[config.mk]
export PLATFORM = sky130hd
export DESIGN_NAME = bbc_ram
export DESIGN_NICKNAME = d
export VERILOG_FILES = /design/src/rtl/core/bbc_ram.sv
export SDC_FILE = /design/constraint.sdc
export NUM_CORES = 1
export LEC_CHECK = 0
export BUFFER_PORTS_ARGS = -buffer_cell sky130_fd_sc_hd__buf_2
export CORE_MARGIN = 3
export CORE_UTILIZATION = 61
export DETAILED_ROUTE_END_ITERATION = 8
export PLACE_DENSITY = 0.83
export SETUP_SLACK_MARGIN = 0.15
export SLEW_MARGIN = 40
export SYNTH_ARGS = -nofsm -noshare
export SYNTH_HDL_FRONTEND = slang
export SYNTH_SLANG_ARGS = --single-unit
[constraint.sdc]
create_clock -name clock -period 4.9 [get_ports clock]
set_clock_uncertainty 0.2 [all_clocks]
set_input_delay 0.49 -clock clock [delete_from_list [all_inputs] [get_ports clock]]
set_output_delay 0.49 -clock clock [all_outputs]
set_load 0.02 [all_outputs]
[src/rtl/core/bbc_ram.sv]
// ----------------------------------------------------------------------------
// bbc_ram
// Generic single-write, single-read synchronous RAM with a registered read
// port. Contents are undefined until written.
// ----------------------------------------------------------------------------
module bbc_ram #(
   parameter int WIDTH = 2,
   parameter int DEPTH = 64
) (
   input  logic                     clock,
   input  logic                     wr_en,
   input  logic [$clog2(DEPTH)-1:0] wr_addr,
   input  logic [WIDTH-1:0]         wr_data,
   input  logic [$clog2(DEPTH)-1:0] rd_addr,
   output logic [WIDTH-1:0]         rd_data
);

   logic [WIDTH-1:0] mem_ff [DEPTH];
   logic [WIDTH-1:0] rd_data_ff;

   // write port
   always_ff @(posedge clock) begin
      if (wr_en) begin
         mem_ff[wr_addr] <= wr_data;
      end
   end

   // registered read port
   always_ff @(posedge clock) begin
      rd_data_ff <= mem_ff[rd_addr];
   end

   assign rd_data = rd_data_ff;

endmodule

==> summary.md <==
The cell depth of the worst min-delay path was 2. Type of the setup path with the least slack: in2reg. The sum of overflow across all layers after global routing is 0, and the floorplan die width is 100.1 µm. The worst-path maximum fanout is 25. The count of buffers added on input and output ports is 17.

After synthesis the cells add up to 0.005398 mm². Summed over all failing endpoints, the final setup total negative slack is 0 ns. The number of nets handed over by synthesis was 340. Relative to the synthesized area, the layout overhead comes to 15.11%.

In the final routed layout, each cell accounts on average for 25.90 µm. For the overall power of the completed layout, the log shows 0.002800 W. The post-route antenna net violation count is 0. The max-slew violation count is 0, and the endpoint arrival time on the critical path is 2.37 ns. In the synthesized netlist, the number of instances is 324.

For the worst slew margin relative to its limit, the log shows 0.4945. In this design, the largest share of critical-path delay is due to buffers and inverters. The critical path's largest stage delay is 0.52 ns, and the number of synthesized flops with an enable pin is 128. The Yosys step of the flow raised 0 warnings. In this run, CTS created clock tree buffers numbering 17. The final critical-path share of the clock period came out at 0.4407. Dividing the detail-routed via count by the number of cells gives 6.732. The critical path goes through buf_4, buf_4, mux4_2, a22oi_1, a21o_1, a21oi_1, a211o_1.

For this run, design rule violations remaining after detail routing come to 0. 18 I/O pins were placed. Across all register-to-register paths, the minimum setup slack is 2.91 ns. The number of distinct library cell variants in the gate-level netlist after synthesis was 37; the count of routing violations after the opening detailed-route iteration was 345. The number of maximum-capacitance constraint violations is 0.

The congestion estimate from routability-driven global placement came to 0.8518. The run gives 0 as the initial antenna violation count. The effective utilization at floorplan is 0.6408. The core area was 0.008423 mm².

The initialized floorplan defines 33 standard-cell rows. The worst hold path belongs to the class in2reg. STA puts the critical path data required time at 5.11 ns. The total of cells resized after clock tree synthesis was 0. The repair_antennas step left the layout with diodes totalling 0. TritonCTS built the clock tree.

The worst setup path is launched from a primary input. The worst-case reg-to-reg path depth is 5. Setup repair after global routing left no endpoint under its margin. Once detailed placement completed, the half-perimeter wirelength came to 6768 µm. The flow ran to the end, and the final reports show no timing, DRC or antenna violations. For the number of post-CTS setup repair buffers, the log shows 0. Hold timing on the final database bottoms out at a slack of 0.1374 ns. For the worst-skew pair, the clock arrives at the later sink with an insertion delay of 0.52 ns. The tools report the startpoint of the lowest-slack register-to-register path as mem_ff[38][0]. The final net count is 360. The combined global-route utilization of all metal layers was 0.2618; the number of levels the H-tree was split into was 4. The measured slew at the worst slew-check pin is 0.7583 ns. For this run, the leading register cell type out of synthesis is edfxtp_1. The tools report the total vias in the final route as 3,110.

In this run the deepest clock path goes through 2 buffers. The top cell type's share of synthesized area was 0.7121; the first-pass GRT wire length was 18,500 µm. The most repeated library cell on the critical path was buf_4.

The kind of capture point of the worst setup path is a register. The clock drives 130 sinks. IR analysis of the VDD net gives a maximum drop of 0.0002998 V. The finished layout holds 462 standard cells, fillers aside.

The run gives 3,273 as the via count of the first global-routing pass. The leakage power summed over all cells was 1.978 nW. The final count of hold timing violations is 0. The mean post-synth cell area was 16.66 µm². In this run the vertical extent of the chip is 100.1 µm.

The power per cell area is 450.7 mW/mm². Clock root buffer: clkbuf_8. In this run the critical register-to-register path is captured at rd_data[0]. The synthesized design spends more area on one cell type than any other, namely edfxtp_1. Yosys attributes the largest share of cell area to edfxtp_1, mux4_2, nor2_1, nand2_1, mux2i_1. Entering global routing, the biggest net connects 65 pins. The tools report the sequential element share of the synthesized area as 0.7195.

The tools report the worst hold endpoint as rd_data[1]. The number of flip-flops and latches in the synthesized netlist is 130, and the number of hold buffers added after cts is 0. Sum of buffers and inverters on the critical path: 2. Counting buffers and inverters, the worst setup path is 7 cells deep.

The share of cells above drive strength 1 was 0.2213. The worst path in the final design needs a cycle of 2.159 ns, including I/O delays and setup. The iteration count of the initial detailed-routing pass was 5. The routed design has 11,960 µm of wire. After clock tree synthesis, the clock-pin slew on the worst setup and hold paths is 0.06 ns. Static timing analysis puts the maximum clock frequency at 0.4631 GHz. The die covers 0.01001 mm². The post-placement cell count was 430. Setup violations remaining at the end of the flow were counted as 0. The slowest stage of the critical path belongs to the cell mux4_2.

The worst min-delay path startpoint was rd_addr[5]. The share of synthesized registers carrying an async set or reset is 0.
-- per-layer routing --
layer / routed length [µm] / global-route usage
met1: 4280 / 0.3420
met2: 6038 / 0.4105
met3: 1321 / 0.07992
met4: 325 / 0.1202
met5: 0 / 0
-- cell type report --
type | count | area, µm²
Tap cell | 105 | 131.4
Inverter | 1 | 3.754
Clock inverter | 14 | 259.0
Fill cell | 503 | 2210
Multi-Input combinational cell | 176 | 1418
Timing Repair Buffer | 18 | 100.1
Clock buffer | 18 | 417.9
Sequential cell | 130 | 3884
-- cells in the mapped netlist (3+ instances only) --
cell type / instances
edfxtp_1: 128
nor2_1: 70
mux4_2: 29
nand2_1: 14
clkbuf_1: 11
nand3_1: 7
nor2b_1: 7
a22oi_1: 6
mux2i_1: 5
nand2b_1: 4
nand3b_1: 4
a311oi_1: 3
buf_6: 3
o21ai_0: 3
-- state kept, by name, summed over array words and instances, names as in the netlist --
register and flops:
mem_ff 128, rd_data 2
-- how the worst max path moves through the flow --
stage               start         end  slack, ns
6_report       rd_addr[0]  rd_data[0]       2.74
5_1_grt        rd_addr[0]  rd_data[0]       2.58
4_1_cts        rd_addr[0]  rd_data[0]       2.73
3_5_place_dp   rd_addr[0]  rd_data[0]       2.18
3_3_place_gp   rd_addr[0]  rd_data[0]       1.91
2_1_floorplan  rd_addr[0]  rd_data[0]       2.73
-- report_power, final --
part / internal, W / switching [W]
combinational: 0.0000457 / 0.0000829
sequential: 0.00123 / 0.00000337
clock: 0.000979 / 0.000458
total: 0.00226 / 0.000544
-- cell families after synthesis --
family / Yosys count / synth area share
simple gates: 116 / 0.09620
buf+inv: 18 / 0.01785
mux: 35 / 0.1324
flops: 130 / 0.7195
compound gates: 25 / 0.03408
-- through the flow --
step / setup WS (ns) / util / area (µm²)
after floorplan: 2.733 / - / 5398
after global placement: 1.912 / 0.6564 / 5529
after detailed placement: 2.177 / 0.6573 / 5537
after CTS: 2.727 / 0.7377 / 6213
after global routing: 2.578 / 0.7377 / 6213
final: 2.741 / 0.7377 / 6213
-- cell usage in the layout, fill, tap and decap left out, drive strengths merged, types with 3 or more instances in the layout --
| cell type | instances |
|---|---|
| clkinv | 3 |
| nand3b | 4 |
| clkinvlp | 3 |
| a22oi | 6 |
| nand2 | 14 |
| a311oi | 3 |
| clkbuf | 18 |
| nor2b | 7 |
| buf | 18 |
| nand2b | 4 |
| nor2 | 70 |
| mux2i | 5 |
| edfxtp | 128 |
| o21ai | 3 |
| nand3 | 7 |
| mux4 | 29 |
| bufinv | 7 |
Note: power is estimated with default switching activity, not from simulation.
